## src/hw/rtl/avgseg_pkg.sv

```systemverilog
`timescale 1ns / 1ps

package avgseg_pkg;

   // Field widths
   localparam int SAMPLE_W  = 10;
   localparam int READING_W = 13;
   localparam int SEG_W     = 8;
   localparam int INDEX_W   = 2;
   localparam int DIGIT_W   = 4;

   // Stream word widths
   localparam int REQ_TDATA_W = 16;
   localparam int RSP_TDATA_W = 24;
   localparam int RSP_TUSER_W = INDEX_W;

   // Scale raw sample to tenths of a degree: sample * 5000 >> 10
   localparam int SCALE_MUL_W = 13;
   localparam int SCALE_PROD_W = SAMPLE_W + SCALE_MUL_W;
   localparam logic [SCALE_MUL_W-1:0] SCALE_MUL = 13'd5000;
   localparam int SCALE_SHIFT = 10;

   // Reciprocal constants for exact division of a 13-bit value
   localparam int DIV10_MUL_W = 14;
   localparam logic [DIV10_MUL_W-1:0] DIV10_MUL = 14'd13108;
   localparam int DIV10_SHIFT = 17;

   localparam int DIV100_MUL_W = 14;
   localparam logic [DIV100_MUL_W-1:0] DIV100_MUL = 14'd10486;
   localparam int DIV100_SHIFT = 20;

   localparam int DIV1000_MUL_W = 14;
   localparam logic [DIV1000_MUL_W-1:0] DIV1000_MUL = 14'd8389;
   localparam int DIV1000_SHIFT = 23;

   // Quotient widths (values of a 13-bit reading divided by 10, 100, 1000)
   localparam int Q1_W = 10;
   localparam int Q2_W = 7;
   localparam int Q3_W = 4;

   // Digit position codes carried in tuser
   localparam logic [INDEX_W-1:0] DIGIT_TENTHS = 2'd0;
   localparam logic [INDEX_W-1:0] DIGIT_UNITS  = 2'd1;
   localparam logic [INDEX_W-1:0] DIGIT_TENS   = 2'd2;

   localparam logic [SEG_W-1:0] DOT_SEGMENT = 8'b0000_0100;

   typedef logic [SEG_W-1:0] seg_type;

   function automatic seg_type digit_to_seg(input logic [DIGIT_W-1:0] digit);
      seg_type seg;
      unique case (digit)
         4'd0:    seg = 8'b1110_1011;
         4'd1:    seg = 8'b1000_1000;
         4'd2:    seg = 8'b1011_0011;
         4'd3:    seg = 8'b1011_1010;
         4'd4:    seg = 8'b1101_1000;
         4'd5:    seg = 8'b0111_1010;
         4'd6:    seg = 8'b0111_1011;
         4'd7:    seg = 8'b1010_1000;
         4'd8:    seg = 8'b1111_1011;
         4'd9:    seg = 8'b1111_1010;
         default: seg = '0;
      endcase
      return seg;
   endfunction

endpackage

```

## src/hw/rtl/averaged_reading_to_seven_segment.sv

```systemverilog
`timescale 1ns / 1ps

// Averaged reading to seven-segment digits.
//
// Input stream (req_*): one transfer carries one raw 10-bit converter sample.
// The sample is scaled to tenths of a degree, written into a ring of
// AVG_DEPTH readings, and the truncated mean of the whole ring is shown.
// Output stream (rsp_*): each sample yields two or three transfers, the
// tenths digit, then the units digit with its dot lit, then the tens digit
// only when it is nonzero; tlast marks the final digit of the run. Every
// transfer of a run carries the same averaged reading.
// The sample is registered on entry, then passes the scale multiply, ring
// sum, mean multiply and digit split registers to the output register.
// The output register drains one digit per cycle while rsp_tready is high
// and takes the next sample's digits only after a run's last digit; the
// five-stage pipe in front of it keeps taking samples while digits wait,
// so req_tready stays high until the pipe is full.
// Reset clears the ring to zero, so early averages are pulled low until the
// ring has been filled. When rsp_tready is low the presented digit holds and
// the pipe stalls behind it once every stage is occupied.

module averaged_reading_to_seven_segment #(
   parameter int AVG_DEPTH = 5
) (
   input  logic                                clock,
   input  logic                                reset,
   // req_tdata: [9:0] sample, [15:10] zero
   input  logic                                req_tvalid,
   output logic                                req_tready,
   input  logic [avgseg_pkg::REQ_TDATA_W-1:0]  req_tdata,
   // rsp_tdata: [7:0] segments, [20:8] average, [23:21] zero
   output logic                                rsp_tvalid,
   input  logic                                rsp_tready,
   output logic [avgseg_pkg::RSP_TDATA_W-1:0]  rsp_tdata,
   // rsp_tuser: [1:0] digit_index
   output logic [avgseg_pkg::RSP_TUSER_W-1:0]  rsp_tuser,
   output logic                                rsp_tlast
);

   import avgseg_pkg::*;

   // Ring and mean sizing, all derived from the depth
   localparam int SLOT_W   = $clog2(AVG_DEPTH);
   localparam int SUM_W    = READING_W + $clog2(AVG_DEPTH);
   localparam int DIV_K    = SUM_W + $clog2(AVG_DEPTH);
   localparam int RECIP_W  = SUM_W + 1;
   localparam longint RECIP_VAL = ((64'd1 << DIV_K) + AVG_DEPTH - 1) / AVG_DEPTH;
   localparam logic [RECIP_W-1:0] RECIP = RECIP_W'(RECIP_VAL);
   localparam int MEAN_PROD_W = SUM_W + RECIP_W;
   localparam logic [SLOT_W-1:0] LAST_SLOT = SLOT_W'(AVG_DEPTH - 1);

   // Pipeline stage valids
   logic v1_ff, v2_ff, v3_ff, v4_ff, v5_ff, out_v_ff;
   logic en1, en2, en3, en4, en5, en_out;

   // Stage payloads
   logic [SAMPLE_W-1:0]  sample_ff;
   logic [READING_W-1:0] scaled_ff, scaled_in;
   logic [SUM_W-1:0]     sum_ff, sum_in;
   logic [READING_W-1:0] avg4_ff, avg4_in;
   logic [READING_W-1:0] avg5_ff;
   logic [Q1_W-1:0]      q1_ff, q1_in;
   logic [Q2_W-1:0]      q2_ff, q2_in;
   logic [Q3_W-1:0]      q3_ff, q3_in;

   // Ring state
   logic [READING_W-1:0] history_ff [AVG_DEPTH];
   logic [SLOT_W-1:0]    slot_ff, slot_in;

   // Output register
   seg_type              seg0_ff, seg1_ff, seg2_ff;
   seg_type              seg0_in, seg1_in, seg2_in;
   logic                 tens_ff, tens_in;
   logic [READING_W-1:0] avg_out_ff;
   logic [INDEX_W-1:0]   idx_ff;

   logic [SCALE_PROD_W-1:0] scale_prod;
   logic [MEAN_PROD_W-1:0]  mean_prod;
   logic [READING_W+DIV10_MUL_W-1:0]   div10_prod;
   logic [READING_W+DIV100_MUL_W-1:0]  div100_prod;
   logic [READING_W+DIV1000_MUL_W-1:0] div1000_prod;
   logic [READING_W-1:0] rem0;
   logic [Q1_W-1:0]      rem1;
   logic [Q2_W-1:0]      rem2;
   seg_type              seg_mux;

   // Stall chain: a stage moves when it is empty or its successor moves
   assign en_out = !out_v_ff || (rsp_tready && rsp_tlast);
   assign en5    = !v5_ff || en_out;
   assign en4    = !v4_ff || en5;
   assign en3    = !v3_ff || en4;
   assign en2    = !v2_ff || en3;
   assign en1    = !v1_ff || en2;
   assign req_tready = en1;

   // Scale: sample * 5000 >> 10
   assign scale_prod = SCALE_PROD_W'(sample_ff) * SCALE_PROD_W'(SCALE_MUL);
   assign scaled_in  = scale_prod[SCALE_SHIFT +: READING_W];

   // Ring sum with the incoming reading substituted at the write slot
   always_comb begin
      sum_in = '0;
      for (int i = 0; i < AVG_DEPTH; i++) begin
         if (slot_ff == SLOT_W'(i)) begin
            sum_in = sum_in + SUM_W'(scaled_ff);
         end else begin
            sum_in = sum_in + SUM_W'(history_ff[i]);
         end
      end
   end

   assign slot_in = (slot_ff >= LAST_SLOT) ? '0 : slot_ff + 1'b1;

   // Mean: multiply by the rounded-up reciprocal of the depth
   assign mean_prod = MEAN_PROD_W'(sum_ff) * MEAN_PROD_W'(RECIP);
   assign avg4_in   = mean_prod[DIV_K +: READING_W];

   // Decimal split: three independent reciprocal multiplies
   assign div10_prod   = (READING_W+DIV10_MUL_W)'(avg4_ff) * DIV10_MUL;
   assign div100_prod  = (READING_W+DIV100_MUL_W)'(avg4_ff) * DIV100_MUL;
   assign div1000_prod = (READING_W+DIV1000_MUL_W)'(avg4_ff) * DIV1000_MUL;
   assign q1_in = div10_prod[DIV10_SHIFT +: Q1_W];
   assign q2_in = div100_prod[DIV100_SHIFT +: Q2_W];
   assign q3_in = div1000_prod[DIV1000_SHIFT +: Q3_W];

   // Digits by subtracting ten times the next quotient (shift and add)
   assign rem0 = avg5_ff - (READING_W'({q1_ff, 3'b000}) + READING_W'({q1_ff, 1'b0}));
   assign rem1 = q1_ff - (Q1_W'({q2_ff, 3'b000}) + Q1_W'({q2_ff, 1'b0}));
   assign rem2 = q2_ff - (Q2_W'({q3_ff, 3'b000}) + Q2_W'({q3_ff, 1'b0}));

   assign seg0_in = digit_to_seg(rem0[DIGIT_W-1:0]);
   assign seg1_in = digit_to_seg(rem1[DIGIT_W-1:0]) | DOT_SEGMENT;
   assign seg2_in = digit_to_seg(rem2[DIGIT_W-1:0]);
   assign tens_in = (rem2[DIGIT_W-1:0] != '0);

   // Control state
   always_ff @(posedge clock) begin
      if (reset) begin
         v1_ff    <= 1'b0;
         v2_ff    <= 1'b0;
         v3_ff    <= 1'b0;
         v4_ff    <= 1'b0;
         v5_ff    <= 1'b0;
         out_v_ff <= 1'b0;
         idx_ff   <= DIGIT_TENTHS;
         slot_ff  <= '0;
         for (int i = 0; i < AVG_DEPTH; i++) begin
            history_ff[i] <= '0;
         end
      end else begin
         if (en1) v1_ff <= req_tvalid;
         if (en2) v2_ff <= v1_ff;
         if (en3) v3_ff <= v2_ff;
         if (en4) v4_ff <= v3_ff;
         if (en5) v5_ff <= v4_ff;
         // Write the ring as the reading enters the sum stage
         if (en3 && v2_ff) begin
            history_ff[slot_ff] <= scaled_ff;
            slot_ff             <= slot_in;
         end
         if (en_out) begin
            out_v_ff <= v5_ff;
            idx_ff   <= DIGIT_TENTHS;
         end else if (rsp_tready) begin
            // advance to the next digit of the run
            idx_ff <= idx_ff + 1'b1;
         end
      end
   end

   // Payload registers
   always_ff @(posedge clock) begin
      if (en1) sample_ff <= req_tdata[SAMPLE_W-1:0];
      if (en2) scaled_ff <= scaled_in;
      if (en3) sum_ff    <= sum_in;
      if (en4) avg4_ff   <= avg4_in;
      if (en5) begin
         avg5_ff <= avg4_ff;
         q1_ff   <= q1_in;
         q2_ff   <= q2_in;
         q3_ff   <= q3_in;
      end
      if (en_out) begin
         seg0_ff    <= seg0_in;
         seg1_ff    <= seg1_in;
         seg2_ff    <= seg2_in;
         tens_ff    <= tens_in;
         avg_out_ff <= avg5_ff;
      end
   end

   // Present the digit selected by the run position
   always_comb begin
      case (idx_ff)
         DIGIT_TENTHS: seg_mux = seg0_ff;
         DIGIT_UNITS:  seg_mux = seg1_ff;
         DIGIT_TENS:   seg_mux = seg2_ff;
         default:      seg_mux = seg0_ff;
      endcase
   end

   assign rsp_tvalid = out_v_ff;
   assign rsp_tdata  = RSP_TDATA_W'({avg_out_ff, seg_mux});
   assign rsp_tuser  = idx_ff;
   assign rsp_tlast  = (idx_ff == DIGIT_TENS) || ((idx_ff == DIGIT_UNITS) && !tens_ff);

endmodule

```

## config.mk

```make
export PLATFORM = sky130hd
export DESIGN_NAME = averaged_reading_to_seven_segment
export DESIGN_NICKNAME = d
export VERILOG_FILES = /design/src/hw/rtl/avgseg_pkg.sv /design/src/hw/rtl/averaged_reading_to_seven_segment.sv
export SDC_FILE = /design/constraint.sdc
export NUM_CORES = 1
export LEC_CHECK = 0
export BUFFER_PORTS_ARGS = -buffer_cell sky130_fd_sc_hd__buf_4
export CELL_PAD_IN_SITES_DETAIL_PLACEMENT = 1
export CELL_PAD_IN_SITES_GLOBAL_PLACEMENT = 2
export CORE_ASPECT_RATIO = 0.8
export CORE_UTILIZATION = 44
export DETAILED_ROUTE_END_ITERATION = 6
export GPL_TIMING_DRIVEN = 0
export PLACE_DENSITY = 0.79
export SETUP_SLACK_MARGIN = 0.2
export SLEW_MARGIN = 30
export SYNTH_ARGS = -nofsm -noshare
export SYNTH_HDL_FRONTEND = slang
export SYNTH_SLANG_ARGS = --single-unit
```

## constraint.sdc

```tcl
create_clock -name clock -period 7.65 [get_ports clock]
set_clock_uncertainty 0.05 [all_clocks]
set_input_delay 0.3825 -clock clock [delete_from_list [all_inputs] [get_ports clock]]
set_output_delay 0.3825 -clock clock [all_outputs]
set_load 0.03 [all_outputs]
```

# Yosys cells after proc, flatten, opt, wreduce, memory -nomap -nowiden
# Memory sizes are Yosys's and may differ from the RTL's. A register that Yosys moved wholly into a read port is not among the register bits.
# Cells that the tools add are included.
[totals] reg_bits=117 ram_bits=65 mem_bits_ro=336 in_bits=20 n_memories=4
[memory_table] name="(name not given)" words=16 width=7 rd=1 rd_clocked_by_memory_dff=1 write_ports=0 line_no="avgseg_pkg.sv:52" rtl="unique case (digit)"
[memory_table] name="(name not given)" words=16 width=7 rd=1 rd_clocked_by_memory_dff=1 write_ports=0 line_no="avgseg_pkg.sv:52"
[memory_table] name="(name not given)" words=16 width=7 rd=1 rd_clocked_by_memory_dff=1 write_ports=0 line_no="avgseg_pkg.sv:52"
[memory_table] name="history_ff" words=5 width=13 rd=5 rd_clocked_by_memory_dff=0 write_ports=5 line_no="averaged_reading_to_seven_segment.sv:67" rtl="logic [READING_W-1:0] history_ff [AVG_DEPTH];"
[classes] add_sub_neg=16 mul=5 magnitude_cmp=1 n_eq_ne=6 muxes=15 n_reduce_logical=21
[op_table] cell="adder 16 x 13 -> 16 bit" count=8
[op_table] cell="two-way mux 16 bit" count=4
[op_table] cell="multiplier 16 x 16 -> 31 bit (second input constant)" count=1
[op_table] cell="multiplier 13 x 14 -> 26 bit (second input constant)" count=1
[op_table] cell="two-way mux 13 bit" count=2
[op_table] cell="multiplier 13 x 13 -> 23 bit (second input constant)" count=1
[op_table] cell="multiplier 10 x 10 -> 20 bit (second input constant)" count=1
[op_table] cell="multiplier 13 x 12 -> 19 bit (second input constant)" count=1
[op_table] cell="one-hot mux 8 bit (2 select lines)" count=1
[op_table] cell="OR reduction 13 bit" count=1
[op_table] cell="adder 4 bit" count=3
[op_table] cell="subtractor 4 bit" count=3
[op_table] cell="zero test 1 bit" count=7
[op_table] cell="logical OR 1 bit" count=7
[op_table] cell="== test 3 x 2 -> 1 bit (second input constant)" count=2
[op_table] cell="two-way mux 1 bit" count=6
[op_table] cell="two-way mux 3 bit" count=2
[op_table] cell="nonzero test 4 bit" count=1
[op_table] cell="adder 3 x 1 -> 3 bit (second input constant)" count=1
[op_table] cell="== test 3 x 1 -> 1 bit (second input constant)" count=1
[op_table] cell="== test 3 bit (second input constant)" count=1
[op_table] cell=">= comparator 3 bit (second input constant)" count=1
[op_table] cell="logical AND 1 bit" count=3
[op_table] cell="zero test 3 bit" count=1
[op_table] cell="other kinds (4)" count=4

# Logic depth before layout (Yosys ltp)
[logic_depth] depth_word=14 mapped_depth=35 ltp_nobuf=34

# Least setup slack after synthesis
# OpenSTA, ideal clock, no wires.
[synth_timing] path_type="register to register" from="register slot_ff[0]" to="register sum_ff[14], data pin" setup_time_ps=266 arrival_ps=6548 path_slack_ps=786 stages_incl_launch_ff=36 path_cell_list="dfxtp_1 > inv_1 > ha_1 > nand2_1 > buf_1 > mux2_2 > ha_1 > fa_1 > a21o_1 > a21oi_1 > o21bai_1 > a21o_1 > a21oi_1 > inv_1 > a21oi_1 > xnor2_1 > ha_1 > nand2_1 > or3_1 > o21ai_2 > xor2_1 > ha_1 > nand2_1 > o211ai_1 > a2111oi_2 > nor2_1 > xor2_1 > ha_1 > inv_1 > nand2_1 > a21oi_1 > a31oi_1 > nor2b_1 > xnor2_1 > o21ai_1 > nand4_1"
[synth_via] elab_chain_len=10 elab_cells_between_ends=18 cone_classes="add/sub: 8; eq/ne: 4; mux: 5; reduce/logical: 1"
[synth_rtl] element="start, declared" line_no="averaged_reading_to_seven_segment.sv:68" rtl="logic [SLOT_W-1:0] slot_ff, slot_in;"
[synth_rtl] element="start signal, assigned" line_no="averaged_reading_to_seven_segment.sv:159" rtl="slot_ff <= slot_in;"
[synth_rtl] element="zero test 3 bit" line_no="averaged_reading_to_seven_segment.sv:104" rtl="if (slot_ff == SLOT_W'(i)) begin"
[synth_rtl] element="two-way mux 13 bit" line_no="averaged_reading_to_seven_segment.sv:104"
[synth_rtl] element="adder 16 x 13 -> 16 bit, on equally long branches" line_no="averaged_reading_to_seven_segment.sv:107, averaged_reading_to_seven_segment.sv:105"
[synth_rtl] element="two-way mux 16 bit" line_no="averaged_reading_to_seven_segment.sv:104"
[synth_rtl] element="adder 16 x 13 -> 16 bit, on equally long branches" line_no="averaged_reading_to_seven_segment.sv:107, averaged_reading_to_seven_segment.sv:105"
[synth_rtl] element="two-way mux 16 bit" line_no="averaged_reading_to_seven_segment.sv:104"
[synth_rtl] element="adder 16 x 13 -> 16 bit, on equally long branches" line_no="averaged_reading_to_seven_segment.sv:107, averaged_reading_to_seven_segment.sv:105"
[synth_rtl] element="two-way mux 16 bit" line_no="averaged_reading_to_seven_segment.sv:104"
[synth_rtl] element="adder 16 x 13 -> 16 bit, on equally long branches" line_no="averaged_reading_to_seven_segment.sv:107, averaged_reading_to_seven_segment.sv:105"
[synth_rtl] element="two-way mux 16 bit (*)" line_no="averaged_reading_to_seven_segment.sv:104"
[synth_rtl] element="net sum_in[14]" line_no="averaged_reading_to_seven_segment.sv:59" rtl="logic [SUM_W-1:0] sum_ff, sum_in;"
[synth_rtl] element="end signal, assigned" line_no="averaged_reading_to_seven_segment.sv:175" rtl="if (en3) sum_ff <= sum_in;"
[synth_rtl] element="end, declared" line_no="averaged_reading_to_seven_segment.sv:59"
# Mark *: on every way through the listed nets, which the timed path passes. The rest lies on a longest branch.
# A chain may end at the register's enable or synchronous reset.

# Final worst setup path
[layout_timing] from="register slot_ff[1]" to="register sum_ff[14], data pin"
# The elaborated chain is that of the path after synthesis.

==> Flow_metrics.wiki <==
{| class="wikitable"
! Metric !! Value
|-
| CP peak stage delay || just over 0.4 ns
|-
| Crit Path Class || flip-flop to flip-flop
|-
| Cell occurring most often along the worst timing path || sky130_fd_sc_hd__ha_1
|-
| Minimum clock period || approximately 7 ns
|-
| Routability Congestion || 0.874
|-
| Crit-path leading delay family || compound AO/OA/AOI/OAI gates
|-
| Post-route core utilization || 0.485
|-
| Transition time at the pin with the least slew margin || approximately 0.92 ns
|-
| Die Ht || 203 um
|-
| Max frequency || ~140 MHz
|-
| Result of the run || completed
|-
| Flip-flop cell with the highest count after synthesis || sky130_fd_sc_hd__edfxtp_1
|-
| Synth cell types || 73
|-
| Root Buffer Master || sky130_fd_sc_hd__clkbuf_16
|-
| Core area || ~50000 um2
|-
| Detailed-placement wirelength estimate || approximately 43 mm
|-
| Number of clock sinks || between 150 and 200
|-
| Num CTS Buffers || 17
|-
| Mean number of vias per cell || around 5.1
|-
| Netlist area before placement || approximately 22000 um2
|-
| Final count of negative-setup-slack endpoints || 0
|-
| Start point of the critical path || slot_ff[1]$_SDFFE_PP0P_
|-
| Element type at the critical path end || flip-flop
|-
| Count of TritonRoute iterations in the first routing pass || 5
|-
| Fillers || roughly 5500
|-
| Critical Path Fanout Max || 10
|-
| Startpoint type of the worst setup path || flip-flop
|-
| Destination of the critical timing path || sum_ff[14]$_DFFE_PN_
|-
| Worst R2R End || sum_ff[14]$_DFFE_PN_
|-
| Worst R2R Path Depth || 34
|-
| Arrival @ worst endpoint || between 7 and 8 ns
|-
| Worst-case setup margin in the final layout || 0.559 ns
|-
| Count of yosys warnings during synthesis || 0
|-
| Number of antenna violations at the first check in global routing || 0
|-
| Fraction of the cycle the final worst path needs || 0.927
|-
| Critical Path RT || 7.92 ns
|-
| Cell area after placement || around 23000 um2
|-
| Minimum setup slack after placement || -0.459 ns
|-
| Synth top area cells || sky130_fd_sc_hd__ha_1 25%, sky130_fd_sc_hd__edfxtp_1 24%, sky130_fd_sc_hd__fa_1 19%
|-
| Most instantiated cells after synthesis || 454 x sky130_fd_sc_hd__ha_1, 422 x sky130_fd_sc_hd__inv_1, 216 x sky130_fd_sc_hd__fa_1
|-
| Vias in the first global route || roughly 16000
|-
| Max-cap viol count || 0
|-
| Via count || approximately 14000
|-
| Headroom to the max-slew limit || 0.384
|-
| Std cell rows || 73
|-
| Number of register bits inferred by synthesis || between 150 and 200
|-
| Startpoint of the lowest-slack register-to-register path || slot_ff[1]$_SDFFE_PP0P_
|-
| Most frequent cell after synthesis || sky130_fd_sc_hd__ha_1
|-
| Buf+Inv Stages, Crit Path || 5
|-
| Share of post-route cells with drive strength above 1 || 0.0897
|-
| Post-route cell area || between 20000 and 25000 um2
|-
| Number of max-slew violations in the final report || 0
|-
| Die width || ~250 um
|-
| Die footprint || ~52000 um2
|-
| RSZ-0062 raised after global routing || false
|-
| EDFF count, synth || around 180
|-
| Setup slack of the worst register-to-register path || 0.56 ns
|-
| Worst min-delay path category || input pin to flip-flop
|-
| Number of violations reported at the end of detailed-routing iteration 0 || between 400 and 500
|-
| Detailed-route wire length per cell || roughly 18 um
|-
| Async SR Flop Fraction || 0
|-
| Gr ovfl total || 0
|-
| First-pass GRT wire length || 83.5 mm
|-
| Layout-stage area growth over the synthesis result || 8.39%
|-
| CTS tree || yes
|-
| Hold Fails Final Rpt || 0
|-
| Cell type with the largest total area after synthesis || sky130_fd_sc_hd__ha_1
|-
| Count of pins on the block boundary || 49
|-
| Cell count after synthesis || between 2000 and 2500
|-
| DRC || 0
|-
| Maximum root-to-sink buffer count || 2
|-
| Antenna Diode Count || 0
|-
| Sum of routed wire length over all layers || just over 50 mm
|-
| Clock latency of the later-clocked register in the worst-skew pair || about 0.46 ns
|-
| Starting utilization of the core area || 0.447
|-
| Reg clk slew, reported paths || about 0.08 ns
|-
| Mapped Avg Cell Area || 10.9 um2
|-
| # port buffers || 38
|-
| Sequential fraction of the synthesis area || 0.247
|-
| Number of buffers added to fix hold violations after cts || 0
|-
| H-Tree Level Count || 4
|-
| Remaining antenna violation count after routing || 0
|-
| Post-synth top area share || 0.255
|-
| Total routing usage reported by global routing || 0.209
|-
| Total number of nets in the final design || 2806
|-
| Instance count on the critical path || 34
|-
| Pin count of the biggest net entering global routing || 38
|-
| Cell with the largest stage delay on the worst path || sky130_fd_sc_hd__dfxtp_4
|}
worst register-to-register path: cells and delay by family, from the launching register on:
family,cells,cell delay [ns]
adder cells (fa/ha/maj),6,1.82
AND/OR/NAND/NOR,7,0.85
multiplexers,1,0.35
flip-flops,1,0.41
XOR/XNOR,3,0.47
AO/OA/AOI/OAI,12,2.37
buffers and inverters,5,0.61
what timing repair did:
| item | 4_1_cts | 5_1_grt |
|---|---|---|
| setup buffers | 0 | 6 |
| pin swaps | 0 | 6 |
| resized for setup | 10 | 16 |
| setup endpoints to repair | 3 | 3 |
kinds of logic after synthesis:
kind of cell / Yosys count / share of synthesized area
adder cells (fa/ha/maj): 670 / 0.449
buffers and inverters: 443 / 0.0755
AND/OR/NAND/NOR: 320 / 0.0740
AO/OA/AOI/OAI: 251 / 0.0770
flip-flops: 187 / 0.247
XOR/XNOR: 108 / 0.0424
multiplexers: 71 / 0.0355
other: 1 / 0.000168
area by class of cell:
class / instances / area [um2] / area share
buffer: 20 / 114 / 0.00471
clock buffer: 19 / 443 / 0.0183
clock inverter: 13 / 148 / 0.00611
inverter: 423 / 1590 / 0.0657
multi-input combinational: 1423 / 15200 / 0.629
sequential: 187 / 5510 / 0.228
tap: 675 / 845 / 0.0349
timing repair buffer: 44 / 330 / 0.0137
worst min-delay path by stage:
| stage | cells past startpoint | start | slack [ns] | end |
|---|---|---|---|---|
| finish | 1 | req_tdata[4] | 0.05 | sample_ff[4]$_DFFE_PP_ |
| global route | 1 | req_tdata[0] | 0.02 | sample_ff[0]$_DFFE_PP_ |
| CTS | 1 | req_tdata[4] | 0.03 | sample_ff[4]$_DFFE_PP_ |
| detailed placement | 0 | avg5_ff[12]$_DFFE_PP_ | 0.36 | avg_out_ff[12]$_DFFE_PP_ |
| global placement | 0 | avg5_ff[7]$_DFFE_PP_ | 0.36 | avg_out_ff[7]$_DFFE_PP_ |
| floorplan | 0 | avg5_ff[10]$_DFFE_PP_ | 0.35 | avg_out_ff[10]$_DFFE_PP_ |
per-layer routing:
layer / vias up / GRT usage / wire [um]
met4: 0 / 0.0426 / 614
li1: 7036 / - / -
met3: 33 / 0.0274 / 1410
met2: 146 / 0.340 / 22900
met5: - / 0 / 0
met1: 7149 / 0.298 / 25400
sequential cells by signal, summed over array words and instances, names as in the netlist, 4 cells and up:
name	cells
q2_ff	4
sample_ff	10
sum_ff	16
avg4_ff	13
seg0_ff	7
seg2_ff	7
avg5_ff	13
history_ff	65
seg1_ff	7
scaled_ff	13
avg_out_ff	13
q1_ff	4
stage by stage:
step,TNS [ns],cells,hold WS [ns]
3_3_place_gp,-0.921,2766,0.358
5_1_grt,0,2804,0.0242
2_1_floorplan,0,2053,0.350
6_report,0,2804,0.0504
4_1_cts,0,2798,0.0278
3_5_place_dp,-1.05,2766,0.362
layout by cell type (no fill, tap or decap), types with 9 or more instances in the layout:
cell type and n:
sky130_fd_sc_hd__a21oi_1 61, sky130_fd_sc_hd__a31oi_1 9, sky130_fd_sc_hd__ha_1 453, sky130_fd_sc_hd__a21o_1 22, sky130_fd_sc_hd__fa_1 215, sky130_fd_sc_hd__inv_1 421, sky130_fd_sc_hd__and2_1 71, sky130_fd_sc_hd__buf_4 47
sky130_fd_sc_hd__and3_1 9, sky130_fd_sc_hd__a211oi_1 13, sky130_fd_sc_hd__o21ai_1 18, sky130_fd_sc_hd__o21a_1 15, sky130_fd_sc_hd__xor2_1 21, sky130_fd_sc_hd__o21bai_1 11, sky130_fd_sc_hd__nand2_1 58, sky130_fd_sc_hd__o211ai_1 9
sky130_fd_sc_hd__nor3_1 35, sky130_fd_sc_hd__nor2_1 77, sky130_fd_sc_hd__xnor2_1 87, sky130_fd_sc_hd__edfxtp_1 176, sky130_fd_sc_hd__dfxtp_1 9, sky130_fd_sc_hd__mux2_2 64, sky130_fd_sc_hd__o21ai_0 31, sky130_fd_sc_hd__nand3_1 15
sky130_fd_sc_hd__clkbuf_16 17
Power is not shown: default switching activity piles up to over one toggle a cycle in this logic, so the estimate is an artifact.
